$ cat src/rtl/ths_pkg.sv
package ths_pkg;

    // item codes carried in s_tuser
    localparam logic ACT_WRITE  = 1'b0;
    localparam logic ACT_SEARCH = 1'b1;

    // field widths of the stream items
    localparam int INDEX_W  = 10;
    localparam int VALUE_W  = 32;
    localparam int RIGHT_W  = 11;
    localparam int LENGTH_W = 11;

    // input tdata layout, lowest bit first
    localparam int S_IDX_LSB   = 0;
    localparam int S_VAL_LSB   = S_IDX_LSB + INDEX_W;
    localparam int S_KEY_LSB   = S_VAL_LSB + VALUE_W;
    localparam int S_GUESS_LSB = S_KEY_LSB + VALUE_W;
    localparam int S_FIELDS_W  = S_GUESS_LSB + INDEX_W;
    localparam int S_TDATA_W   = ((S_FIELDS_W + 7) / 8) * 8;

    // output tdata layout, lowest bit first
    localparam int M_FOUND_LSB = 0;
    localparam int M_RIGHT_LSB = M_FOUND_LSB + INDEX_W;
    localparam int M_FIELDS_W  = M_RIGHT_LSB + RIGHT_W;
    localparam int M_TDATA_W   = ((M_FIELDS_W + 7) / 8) * 8;

    // tables shorter than this return index zero below the last entry
    localparam int SHORT_LEN = 3;

    typedef enum logic [2:0] {
        ST_IDLE,
        ST_RD_LAST,
        ST_RD_FIRST,
        ST_PROBE,
        ST_UP,
        ST_DOWN,
        ST_BIS,
        ST_DONE
    } ths_state_t;

    typedef struct packed {
        logic [INDEX_W-1:0] found_index;
        logic [RIGHT_W-1:0] right_index;
        logic               empty_error;
    } ths_res_t;

endpackage

$ cat src/rtl/ths_hunt.sv
module ths_hunt
    import ths_pkg::*;
#(
    parameter int IDX_W    = 10,
    parameter int LEN_W    = 11,
    parameter int KEY_BITS = 32
)
(
    input  logic                clk,
    input  logic                rst_n,
    input  logic                start,
    input  logic                is_search,
    input  logic [KEY_BITS-1:0] key,
    input  logic [INDEX_W-1:0]  guess,
    input  logic [LEN_W-1:0]    len,
    output logic                ready,
    output logic [IDX_W-1:0]    rd_addr,
    input  logic [KEY_BITS-1:0] rd_data,
    output logic                res_valid,
    output ths_res_t            res,
    input  logic                res_take
);

    // arithmetic width: index plus room for a doubled step
    localparam int AW = IDX_W + 2;
    localparam int GW = (IDX_W > INDEX_W) ? IDX_W : INDEX_W;

    ths_state_t state_reg, state_next;

    logic [KEY_BITS-1:0] key_reg, key_next;
    logic [KEY_BITS-1:0] last_val_reg, last_val_next;
    logic                ascend_reg, ascend_next;
    logic                short_reg, short_next;
    logic [INDEX_W-1:0]  guess_reg, guess_next;
    logic [IDX_W-1:0]    last_reg, last_next;
    logic [IDX_W-1:0]    lo_reg, lo_next;
    logic [IDX_W-1:0]    hi_reg, hi_next;
    logic [IDX_W-1:0]    mid_reg, mid_next;
    logic [AW-1:0]       step_reg, step_next;
    logic [IDX_W-1:0]    found_reg, found_next;
    logic                err_reg, err_next;
    logic                hit_reg, hit_next;

    logic                past;
    logic                launch;
    logic [IDX_W-1:0]    l_sel;
    logic [IDX_W-1:0]    h_sel;
    logic [AW-1:0]       step_dbl;
    logic [AW-1:0]       hi_try;
    logic [AW-1:0]       lo_ext;
    logic [AW-1:0]       span;
    logic [AW-1:0]       mid_sum;

    // key on the at-or-past side of the entry just read
    assign past = ($signed(key_reg) >= $signed(rd_data)) == ascend_reg;

    always_ff @(posedge clk or negedge rst_n)
    begin
        if (!rst_n)
        begin
            state_reg <= ST_IDLE;
        end
        else
        begin
            state_reg <= state_next;
        end
    end

    always_ff @(posedge clk)
    begin
        key_reg      <= key_next;
        last_val_reg <= last_val_next;
        ascend_reg   <= ascend_next;
        short_reg    <= short_next;
        guess_reg    <= guess_next;
        last_reg     <= last_next;
        lo_reg       <= lo_next;
        hi_reg       <= hi_next;
        mid_reg      <= mid_next;
        step_reg     <= step_next;
        found_reg    <= found_next;
        err_reg      <= err_next;
        hit_reg      <= hit_next;
    end

    always_comb
    begin
        state_next    = state_reg;
        key_next      = key_reg;
        last_val_next = last_val_reg;
        ascend_next   = ascend_reg;
        short_next    = short_reg;
        guess_next    = guess_reg;
        last_next     = last_reg;
        lo_next       = lo_reg;
        hi_next       = hi_reg;
        mid_next      = mid_reg;
        step_next     = step_reg;
        found_next    = found_reg;
        err_next      = err_reg;
        hit_next      = hit_reg;
        ready         = 1'b0;
        res_valid     = 1'b0;
        rd_addr       = '0;
        launch        = 1'b0;
        l_sel         = lo_reg;
        h_sel         = hi_reg;
        step_dbl      = step_reg << 1;
        hi_try        = '0;
        lo_ext        = '0;
        span          = '0;
        mid_sum       = '0;

        unique case (state_reg)
            ST_IDLE:
            begin
                ready = 1'b1;
                rd_addr = IDX_W'(len - LEN_W'(1));
                if (start)
                begin
                    found_next = '0;
                    err_next   = 1'b0;
                    hit_next   = 1'b0;
                    if (!is_search)
                    begin
                        state_next = ST_DONE;
                    end
                    else if (len == '0)
                    begin
                        err_next   = 1'b1;
                        state_next = ST_DONE;
                    end
                    else
                    begin
                        hit_next   = 1'b1;
                        key_next   = key;
                        guess_next = guess;
                        last_next  = IDX_W'(len - LEN_W'(1));
                        short_next = (len < LEN_W'(SHORT_LEN));
                        state_next = ST_RD_LAST;
                    end
                end
            end

            ST_RD_LAST:
            begin
                if ($signed(key_reg) >= $signed(rd_data))
                begin
                    found_next = last_reg;
                    state_next = ST_DONE;
                end
                else if (short_reg)
                begin
                    found_next = '0;
                    state_next = ST_DONE;
                end
                else
                begin
                    last_val_next = rd_data;
                    rd_addr       = '0;
                    state_next    = ST_RD_FIRST;
                end
            end

            ST_RD_FIRST:
            begin
                // rd_data holds the first entry here
                ascend_next = $signed(last_val_reg) >= $signed(rd_data);
                if (GW'(guess_reg) < GW'(last_reg))
                begin
                    lo_next = IDX_W'(guess_reg);
                end
                else
                begin
                    lo_next = last_reg;
                end
                rd_addr    = lo_next;
                step_next  = AW'(1);
                state_next = ST_PROBE;
            end

            ST_PROBE:
            begin
                lo_ext = AW'(lo_reg);
                if (past)
                begin
                    hi_try = lo_ext + step_reg;
                    if (hi_try >= AW'(last_reg))
                    begin
                        launch = 1'b1;
                        l_sel  = lo_reg;
                        h_sel  = last_reg;
                    end
                    else
                    begin
                        hi_next    = IDX_W'(hi_try);
                        rd_addr    = IDX_W'(hi_try);
                        state_next = ST_UP;
                    end
                end
                else if (lo_ext <= step_reg)
                begin
                    launch = 1'b1;
                    l_sel  = '0;
                    h_sel  = lo_reg;
                end
                else
                begin
                    hi_next    = lo_reg;
                    lo_next    = IDX_W'(lo_ext - step_reg);
                    rd_addr    = IDX_W'(lo_ext - step_reg);
                    state_next = ST_DOWN;
                end
            end

            ST_UP:
            begin
                // rd_data holds entry hi
                hi_try = AW'(hi_reg) + step_dbl;
                if (!past)
                begin
                    launch = 1'b1;
                end
                else if (hi_try >= AW'(last_reg))
                begin
                    launch = 1'b1;
                    l_sel  = hi_reg;
                    h_sel  = last_reg;
                end
                else
                begin
                    lo_next   = hi_reg;
                    hi_next   = IDX_W'(hi_try);
                    step_next = step_dbl;
                    rd_addr   = IDX_W'(hi_try);
                end
            end

            ST_DOWN:
            begin
                // rd_data holds entry lo
                lo_ext = AW'(lo_reg);
                if (past)
                begin
                    launch = 1'b1;
                end
                else if (lo_ext <= step_dbl)
                begin
                    launch = 1'b1;
                    l_sel  = '0;
                    h_sel  = lo_reg;
                end
                else
                begin
                    hi_next   = lo_reg;
                    lo_next   = IDX_W'(lo_ext - step_dbl);
                    step_next = step_dbl;
                    rd_addr   = IDX_W'(lo_ext - step_dbl);
                end
            end

            ST_BIS:
            begin
                // rd_data holds entry mid
                launch = 1'b1;
                if (past)
                begin
                    l_sel = mid_reg;
                end
                else
                begin
                    h_sel = mid_reg;
                end
            end

            ST_DONE:
            begin
                res_valid = 1'b1;
                if (res_take)
                begin
                    state_next = ST_IDLE;
                end
            end

            default:
            begin
                state_next = ST_IDLE;
            end
        endcase

        // next bisection probe, or finish once the bracket is at most one wide
        if (launch)
        begin
            lo_next = l_sel;
            hi_next = h_sel;
            span    = AW'(h_sel) - AW'(l_sel);
            mid_sum = AW'(h_sel) + AW'(l_sel);
            if (span > AW'(1))
            begin
                mid_next   = IDX_W'(mid_sum >> 1);
                rd_addr    = IDX_W'(mid_sum >> 1);
                state_next = ST_BIS;
            end
            else
            begin
                found_next = l_sel;
                state_next = ST_DONE;
            end
        end
    end

    // writes and empty-table searches report zero in both index fields
    assign res.found_index = INDEX_W'(found_reg);
    assign res.right_index = hit_reg ? RIGHT_W'(AW'(found_reg) + AW'(1)) : '0;
    assign res.empty_error = err_reg;

endmodule

$ cat config.mk
export PLATFORM = sky130hd
export DESIGN_NAME = ths_hunt
export DESIGN_NICKNAME = d
export VERILOG_FILES = /design/src/rtl/ths_pkg.sv /design/src/rtl/ths_hunt.sv
export SDC_FILE = /design/constraint.sdc
export NUM_CORES = 1
export LEC_CHECK = 0
export BUFFER_PORTS_ARGS = -buffer_cell sky130_fd_sc_hd__buf_2
export CORE_ASPECT_RATIO = 0.9
export CORE_MARGIN = 2
export CORE_UTILIZATION = 53
export CTS_CLUSTER_SIZE = 20
export DETAILED_ROUTE_END_ITERATION = 7
export PLACE_DENSITY = 0.76
export SLEW_MARGIN = 40
export SYNTH_ARGS = -nofsm -noshare
export SYNTH_HDL_FRONTEND = slang
export SYNTH_SLANG_ARGS = --single-unit
$ cat constraint.sdc
create_clock -name clk -period 35.8 [get_ports clk]
set_clock_uncertainty 0.05 [all_clocks]
set_input_delay 10.74 -clock clk [delete_from_list [all_inputs] [get_ports clk]]
set_output_delay 10.74 -clock clk [all_outputs]
set_load 0.02 [all_outputs]
# --- Yosys cells after proc, flatten, opt, wreduce, memory -nomap -nowiden ---
# Cells that the tools add are included.
word_totals:
  inputBits: 90
  word_cells: 151
  out_inout_bits: 34
  reg_bits: 143
op_classes:
  reduce_logical: 14
  n_addsub: 8
  n_lt_le_gt_ge: 9
  n_bitwise: 3
  n_eq_ne: 22
  muxes: 81
op_table:
  columns: ["operator", "n"]
  rows:
  - ["$mux 10", 45]
  - ["$pmux 10 s4", 3]
  - ["$ge 32x32->1", 2]
  - ["$pmux 10 s5", 1]
  - ["$mux 12", 4]
  - ["$pmux 12 s3", 1]
  - ["$mux 3", 10]
  - ["$pmux 10 s3", 1]
  - ["$add 10x12->12", 2]
  - ["$ge 12x10->1", 2]
  - ["$le 10x12->1", 2]
  - ["$ne 3x3->1 const B", 8]
  - ["$pmux 10 s2", 1]
  - ["$sub 10x10->10", 2]
  - ["$pmux 3 s5", 1]
  - ["$reduce_and 7->1", 2]
  - ["$eq 3x3->1 const B", 4]
  - ["$gt 12x1->1 const B", 1]
  - ["$mux 1", 12]
  - ["$add 10x1->11 const B", 1]
  - ["$add 10x10->11", 1]
  - ["$logic_not 11->1", 1]
  - ["$lt 11x2->1 const B", 1]
  - ["$mux 11", 1]
  - ["other kinds (19)", 28]

# --- Logic depth before layout (Yosys ltp) ---
# Gate-level depths: netlist of the first run.
logic_depth:
  depth_word: 9
  depth_mapped: 33
  depth_no_buf: 32

# --- Worst setup path before layout of the first run ---
# OpenSTA, ideal clock, no wires.
synth_timing:
  path_kind: "input port to output port"
  from: "input rd_data[31]"
  to: "output rd_addr[8]"
  slack_ps: 9308
  stages: 25
  t_required_ps: 25010
  n_path_buf: 2
  t_arrival_ps: 15702
  path_cell_list: "inv_1 -> ha_1 -> nand4_2 -> nor4_2 -> a21oi_1 -> a21bo_1 -> and2_1 -> buf_6 -> a21boi_4 -> buf_4 -> nor3_1 -> a311o_1 -> a221oi_2 -> inv_1 -> ha_1 -> nand2b_1 -> a21oi_1 -> nor2_1 -> o21bai_1 -> a21oi_1 -> o21bai_1 -> a21oi_1 -> nor4_1 -> or4b_2 -> o221ai_1"
synth_between:
  elab_chain_len: 8
  word_cells_on_any_way: 25
  cone_classes: "add/sub (2); order compare (2); eq/ne (1); mux (20)"
synth_lines:
  columns: ["item", "line", "text"]
  rows:
  - ["start, declared", "ths_hunt.sv:18", "input logic [KEY_BITS-1:0] rd_data,"]
  - ["$ge 32x32->1 (*)", "ths_hunt.sv:55, ths_hunt.sv:147", null]
  - ["$eq 1x1->1 (*)", "ths_hunt.sv:55", "assign past = ($signed(key_reg) >= $signed(rd_data)) == ascend_reg;"]
  - ["$mux 10 (on tied branches)", null, null]
  - ["$pmux 10 s4", "ths_hunt.sv:114", "unique case (state_reg)"]
  - ["$sub 10x10->11", "ths_hunt.sv:296", "span = AW'(h_sel) - AW'(l_sel);"]
  - ["$gt 12x1->1", "ths_hunt.sv:298", "if (span > AW'(1))"]
  - ["$mux 10", "ths_hunt.sv:298", null]
  - ["$mux 10 (*)", "ths_hunt.sv:292", "if (launch)"]
  - ["end, declared", "ths_hunt.sv:17", "output logic [IDX_W-1:0] rd_addr,"]
# Mark *: on every way between the ends. The rest lies on a longest branch, timed or not.

# --- Worst setup path in the final report of the first run ---
layout_timing:
  from: "input rd_data[31]"
  to: "output rd_addr[1]"
# The elaborated chain is that of the path after synthesis.

==> results of run 1 <==
[cell type report]
class / instances / area [µm²]
inverter: 120 / 450
tap: 302 / 378
fill: 1992 / 9230
sequential: 143 / 4180
clock inverter: 15 / 181
multi-input combinational: 1019 / 7740
clock buffer: 17 / 425
timing repair buffer: 142 / 756
[cells in the mapped netlist, drive strengths merged, types with 8 or more instances]
cell	count
nand2b	17
o31ai	10
a211oi	23
a221oi	20
a21o	30
nand2	78
nand3	25
o21ai	58
mux2i	38
o21a	9
nor2	101
nor2b	14
edfxtp	130
ha	154
a21oi	80
buf	22
nor3	34
and2	24
a22oi	26
o221ai	10
xnor2	42
dfxtp	10
o21bai	11
a31oi	11
or3	8
clkbuf	31
o211ai	9
a311o	9
a22o	9
and3	8
xor2	13
inv	119
nor4	21
nand4	19
mux2	10
[worst reg2reg max path, stage by stage, from the launching register on]
cell      delay, ns
edfxtp_1       0.65
ha_1           0.62
nand2b_1       0.09
o311a_1        0.16
or4_1          0.48
a21o_1         0.22
xnor2_1        0.39
inv_1          0.11
ha_1           0.33
a211o_1        0.27
a21oi_1        0.12
a32oi_1        0.16
nor3_4         0.71
nor2_2         0.27
a311o_1        0.43
a221oi_1       0.35
nor2_1         0.12
ha_1           0.40
nor2b_1        0.17
o41ai_1        0.22
o21ai_0        0.15
or4_1          0.47
and4b_1        0.40
a21o_1         0.41
inv_1          0.39
[logic make-up (layout without fill, tap and decap cells)]
logic type,Yosys count,after routing,share of synthesized area (%)
compound gates,391,391,22.4
simple gates,365,365,14.8
buf+inv,173,294,5.64
fa+ha+maj,160,160,16.2
flops,143,143,33.2
xor+xnor,55,55,3.82
mux,48,48,3.91
[final timing paths]
check | to | from | slack, ns
max in group asynchronous | state_reg[0] | rst_n | 25.55
min in group asynchronous | state_reg[2] | rst_n | 10.04
hold reg to reg | found_reg[9] | found_reg[9] | 0.61
hold / removal | found_reg[9] | found_reg[9] | 0.61
setup / recovery | rd_addr[1] | rd_data[31] | 7.78
setup reg to reg | mid_reg[0] | lo_reg[2] | 27.34
[per-stage QoR]
step / utilization (%) / std cells / area (µm²) / hold slack, ns
global placement: 57.7 / 1725 / 13500 / 0.571
finish: 60.5 / 1758 / 14100 / 0.607
CTS: 60.4 / 1758 / 14100 / 0.610
floorplan: - / 1335 / 12600 / 0.558
global route: 60.5 / 1758 / 14100 / 0.658
detailed placement: 57.8 / 1726 / 13500 / 0.599
[placed cells by master, fill, tap and decap left out, types with 14 or more instances in the layout]
cell / n
ha_1: 154
edfxtp_1: 130
buf_2: 124
inv_1: 117
nor2_1: 97
a21oi_1: 77
nand2_1: 76
o21ai_0: 49
xnor2_1: 42
mux2i_1: 38
nor3_1: 30
a21o_1: 30
a22oi_1: 26
a211oi_1: 23
nand3_1: 23
and2_1: 22
nor4_1: 20
a221oi_1: 19
buf_4: 18
nand2b_1: 17
nand4_1: 17
clkbuf_16: 17
nor2b_1: 14
[metal layers]
layer,part of all wire (%),up-vias
met2,43,691
met4,3.4,0
li1,-,5279
met3,12,105
met5,0,-
met1,42,5553
==> run_results.csv, run 1 <==
group,metric,value,unit
sta,period_share,78.3,%
global_route,grt_usage,35.3,%
floorplanning,die-area,25000,µm²
global_route,grt_util_met2,53.9,%
logic_synthesis,netlist_instances,1335,
critical_path,crit_chain,"buf_2 > inv_1 > ha_1 > nand4_2 > nor4_2 > a21oi_1 > nand3_1 > and2_1 > a21boi_4 > o31ai_2 > o311ai_0 > a221oi_1 > nor2_1 > ha_1 > nor4_1 > o21ai_0 > or4_1 > and4b_1 > a21o_1 > o2111ai_1 > buf_2",
sta,setup_viol,0,
critical_path,crit_path_start_kind,"primary input",
place,dp_hpwl,34400,µm
cells_and_area,drive_gt1_share,14.9,%
logic_synthesis,synth_top_area_share,31.0,%
global_route,grt_pass1_wl,66800,µm
clock_tree,cts_buffers,17,
cells_and_area,num_antenna_cells,0,
critical_path,end_kind,"output port",
sta,setup_ws,7.78,ns
global_route,grt_max_degree,54,
global_route,grt.overflow.total,0,
sta,maxSlewHeadroom,40.3,%
sta,report.final.slew_viol_count,0,
logic_synthesis,syn_area_per_cell,9.44,µm²
sta,hold_viol,0,
cells_and_area,syn_to_final_growth,12.0,%
floorplanning,start_util,54.0,%
place,gp_congestion,1.04,
floorplanning,die_height,150,µm
critical_path,cp_slowest_stage_delay,0.75,ns
routing,drt-vias-per-instance,6.61,
place,io_buffers,123,
critical_path,reg2regPathDepth,24,
routing,wirelength,44100,µm
global_route,grt_pass1_vias,11300,
global_route,antenna_found_initial,0,
routing,via_count,11600,
critical_path,crit_type,"in2out",
floorplanning,rows,53,
logic_synthesis,synth_cell_types,97,
logic_synthesis,ys.flop_type,"edfxtp_1",
routing,drt_iter0_markers,1250,
clock_tree,hold_buffers,0,
critical_path,crit_required,25.01,ns
sta,tightest_slew,0.892,ns
routing,dr.pass1.iters,8,
routing,final_antenna_net_count,0,
logic_synthesis,synth_enable_flop_cells,130,
sta,fin_crit,28.02,ns
critical_path,cpLargestDelayFamily,"compound AO/OA/AOI/OAI gates",
floorplanning,fp.dieW,167,µm
global_route,use_met3,9.60,%
critical_path,slowest_stage,"o31ai_2",
logic_synthesis,yosys.area.top_type,"edfxtp_1",
clock_tree,clk_latency,0.45,ns
clock_tree,cts_tree,"done",
clock_tree,h-tree-depth,4,
clock_tree,clk_pin_slew_worst_paths,0.07,ns
clock_tree,clkSinkCount,143,
global_route,grt_use_met1,48.1,%
hold_path,hold_path_class,"reg2reg",
clock_tree,clock_path_buffers,2,
cells_and_area,num-nets-final,1693,
sta,final.setup.tns,0,ns
clock_tree,cts_resized,0,
logic_synthesis,synthesis.area,12600,µm²
logic_synthesis,ys_seq_area_share,33.2,%
hold_path,min_delay_path_depth,2,
clock_tree,root_buffer,"clkbuf_16",
logic_synthesis,ys_seq_elements,143,
sta,max_clock_freq,0.0357,GHz
global_route,busiest_layer,"met2",
outcome,status,"completed",
critical_path,arrival,17.23,ns
critical_path,crit_buf_inv,3,
routing,drcViolationCount,0,
logic_synthesis,synth_nets,1585,
logic_synthesis,ys_warn_count,0,
floorplanning,boundaryPins,124,
job,maxCapViolations,0,
logic_synthesis,async_flop_share,2.10,%
critical_path,crit_cells,21,
floorplanning,coreArea,23300,µm²
place,dpl_worst_slack,8.01,ns
logic_synthesis,synthTopCellsByArea,"edfxtp_1 31%, ha_1 15%, inv_1 3.5%",
sta,rsz0062_at_grt,"no",
clock_tree,post-cts-setup-buffers,0,
critical_path,critPathMaxFanout,26,
routing,routedWlPerCell,25.1,µm
Power of run 1 is left out: the tool's default activity adds up to more than one toggle a clock period on the data nets, which glitch-free logic cannot reach.
==> run 2, diff against run 1 <==
--- a/config.mk
+++ b/config.mk
@@ -5,13 +5,14 @@
 export SDC_FILE = /design/constraint.sdc
 export NUM_CORES = 1
 export LEC_CHECK = 0
+export ABC_AREA = 1
 export BUFFER_PORTS_ARGS = -buffer_cell sky130_fd_sc_hd__buf_2
 export CORE_ASPECT_RATIO = 0.9
 export CORE_MARGIN = 2
 export CORE_UTILIZATION = 53
 export CTS_CLUSTER_SIZE = 20
 export DETAILED_ROUTE_END_ITERATION = 7
-export PLACE_DENSITY = 0.76
+export PLACE_DENSITY = 0.78
 export SLEW_MARGIN = 40
 export SYNTH_ARGS = -nofsm -noshare
 export SYNTH_HDL_FRONTEND = slang
==> constraint.sdc (replaced) <==
create_clock -name clk -period 22.7 [get_ports clk]
set_clock_uncertainty 0.05 [all_clocks]
set_input_delay 6.81 -clock clk [delete_from_list [all_inputs] [get_ports clk]]
set_output_delay 6.81 -clock clk [all_outputs]
set_load 0.02 [all_outputs]
==> run_results.csv, run 2 <==
group,metric,value,unit
logic_synthesis,async_flop_share,2.10,%
logic_synthesis,ys_seq_area_share,31.8,%
logic_synthesis,yosysMostFrequentCell,"nand2_1",
outcome,status,"completed",
floorplanning,coreArea,24300,µm²
clock_tree,cts_buffers,17,
logic_synthesis,synth_cell_types,55,
routing,via_count,13200,
critical_path,r2r-end,"found_reg[9]",
routing,drt-vias-per-instance,5.89,
routing,final_antenna_net_count,0,
global_route,grt_pass1_wl,67600,µm
cells_and_area,fillCellCount,2222,
sta,tightest_slew,0.845,ns
cells_and_area,layout_commonest_cell,"nand2_1",
sta,rsz0062_at_grt,"no",
hold_path,hold_path_class,"reg2reg",
sta,final.setup.tns,0,ns
critical_path,crit_path_start_kind,"primary input",
floorplanning,fp.dieW,170,µm
job,maxCapViolations,0,
hold_path,hold_start,"found_reg[1]",
routing,dr.pass1.iters,8,
cells_and_area,num-nets-final,2175,
clock_tree,clkSinkCount,143,
global_route,grt_usage,33.9,%
routing,drcViolationCount,0,
place,io_buffers,123,
cells_and_area,drive_gt1_share,10.7,%
logic_synthesis,synth_enable_flop_cells,130,
critical_path,reg2regPathDepth,29,
clock_tree,clk_latency,0.44,ns
sta,fin_crit,19.50,ns
global_route,grt.overflow.total,0,
sta,maxSlewHeadroom,43.2,%
clock_tree,clk_pin_slew_worst_paths,0.07,ns
critical_path,cpLargestDelayFamily,"simple AND/OR/NAND/NOR gates",
sta,period_share,85.9,%
cells_and_area,mostFrequentLayoutCells,"497 x nand2_1, 236 x inv_1, 188 x nor2_1",
hold_path,hold_end,"found_reg[1]",
hold_path,min_delay_path_depth,4,
floorplanning,start_util,54.1,%
logic_synthesis,synth_top_area_share,29.7,%
logic_synthesis,synthesis.area,13100,µm²
critical_path,end_kind,"output port",
critical_path,crit_buf_inv,3,
cells_and_area,syn_to_final_growth,11.8,%
sta,hold_viol,0,
logic_synthesis,ys_seq_elements,143,
critical_path,r2r_setup_slack,15.73,ns
logic_synthesis,synth_nets,2066,
critical_path,worstReg2RegStart,"hi_reg[1]",
sta,max_clock_freq,0.0513,GHz
floorplanning,rows,54,
clock_tree,h-tree-depth,4,
global_route,grt_pass1_vias,12300,
critical_path,crit_top_cell,"nand2_1",
floorplanning,boundaryPins,124,
place,dp_hpwl,33600,µm
global_route,grt_max_degree,72,
clock_tree,cts_tree,"done",
clock_tree,root_buffer,"clkbuf_16",
floorplanning,die-area,26000,µm²
critical_path,critPathMaxFanout,71,
routing,routedWlPerCell,19.5,µm
clock_tree,cts_resized,0,
logic_synthesis,ys_warn_count,0,
logic_synthesis,yosys.area.top_type,"edfxtp_1",
global_route,antenna_found_initial,1,
critical_path,cp_slowest_stage_delay,0.63,ns
sta,report.final.slew_viol_count,0,
place,gp_congestion,1.01,
clock_tree,hold_buffers,0,
logic_synthesis,synth.cells.most_frequent,"497 x nand2_1, 236 x inv_1, 191 x nor2_1",
logic_synthesis,syn_area_per_cell,7.23,µm²
floorplanning,die_height,153,µm
cells_and_area,num_antenna_cells,0,
logic_synthesis,ys.flop_type,"edfxtp_1",
routing,wirelength,43800,µm
routing,drt_iter0_markers,1643,
logic_synthesis,netlist_instances,1816,
critical_path,crit_type,"in2out",
critical_path,arrival,12.64,ns
critical_path,crit_required,15.84,ns
sta,setup_viol,0,
clock_tree,clock_path_buffers,2,
logic_synthesis,synthTopCellsByArea,"edfxtp_1 30%, ha_1 15%, nand2_1 14%",
clock_tree,post-cts-setup-buffers,0,
critical_path,slowest_stage,"nand2_4",
## run 2: cell count changes after synthesis, sizes merged, moves of 37 or more
cell,previous run,this run
nand2,78,506
o21ai,58,95
inv,119,239
nand3,25,143
mux2i,38,0
nor2,101,194
## run 2: layout make-up
cell class                 instances  area [µm²]  area share [%]
clock inverter                    15         208            1.41
clock buffer                      17         425            2.90
tap                              308         385            2.62
timing repair buffer             137         724            4.93
multi-input combinational       1385        7850            53.5
sequential                       143        4180            28.5
inverter                         241         906            6.17
## run 2: worst min-delay path: stages, from the launching register on
cell and delay [ns]:
dfxtp_1 0.34, nand2_1 0.07, nand2_1 0.04, nor2_1 0.09, nor2_1 0.05
## run 2: per-layer routing
| layer | up-vias | GRT usage, % | routed length (µm) |
|---|---|---|---|
| li1 | 6274 | - | - |
| met1 | 6064 | 48.9 | 18900 |
| met2 | 784 | 50.8 | 18400 |
| met3 | 100 | 6.60 | 5020 |
| met4 | 2 | 11.4 | 1420 |
| met5 | - | 0 | 12 |
## run 2: cells by family after synthesis
family                     synth area share [%]
and+or+nand+nor                            29.0
DFF                                        31.8
adders and majority gates                  15.6
AOI/OAI and AO/OA                          12.1
xor gates and xnor gates                   2.74
buffers and inverters                      8.66
## run 2: per-stage QoR
stage | std cells | area [µm²] | util [%] | worst slack [ns] | hold slack [ns]
floorplan | 1816 | 13100 | - | 4.98 | 0.488
global placement | 2213 | 14000 | 57.8 | 3.39 | 0.558
detailed placement | 2213 | 14000 | 57.9 | 3.34 | 0.572
CTS | 2245 | 14700 | 60.5 | 3.31 | 0.586
global route | 2246 | 14700 | 60.5 | 2.58 | 0.616
finish | 2246 | 14700 | 60.5 | 3.20 | 0.583
## run 2: worst max-delay path by stage
stage	end	slack, ns	from	cells after the start
after CTS	rd_addr[8]	3.31	rd_data[31]	34
after detailed placement	rd_addr[8]	3.34	rd_data[31]	34
after global routing	rd_addr[9]	2.58	rd_data[31]	34
final	rd_addr[8]	3.20	rd_data[31]	34
after floorplan	rd_addr[8]	4.98	rd_data[31]	31
after global placement	rd_addr[8]	3.39	rd_data[31]	33
Power of run 2 is left out for the same reason.
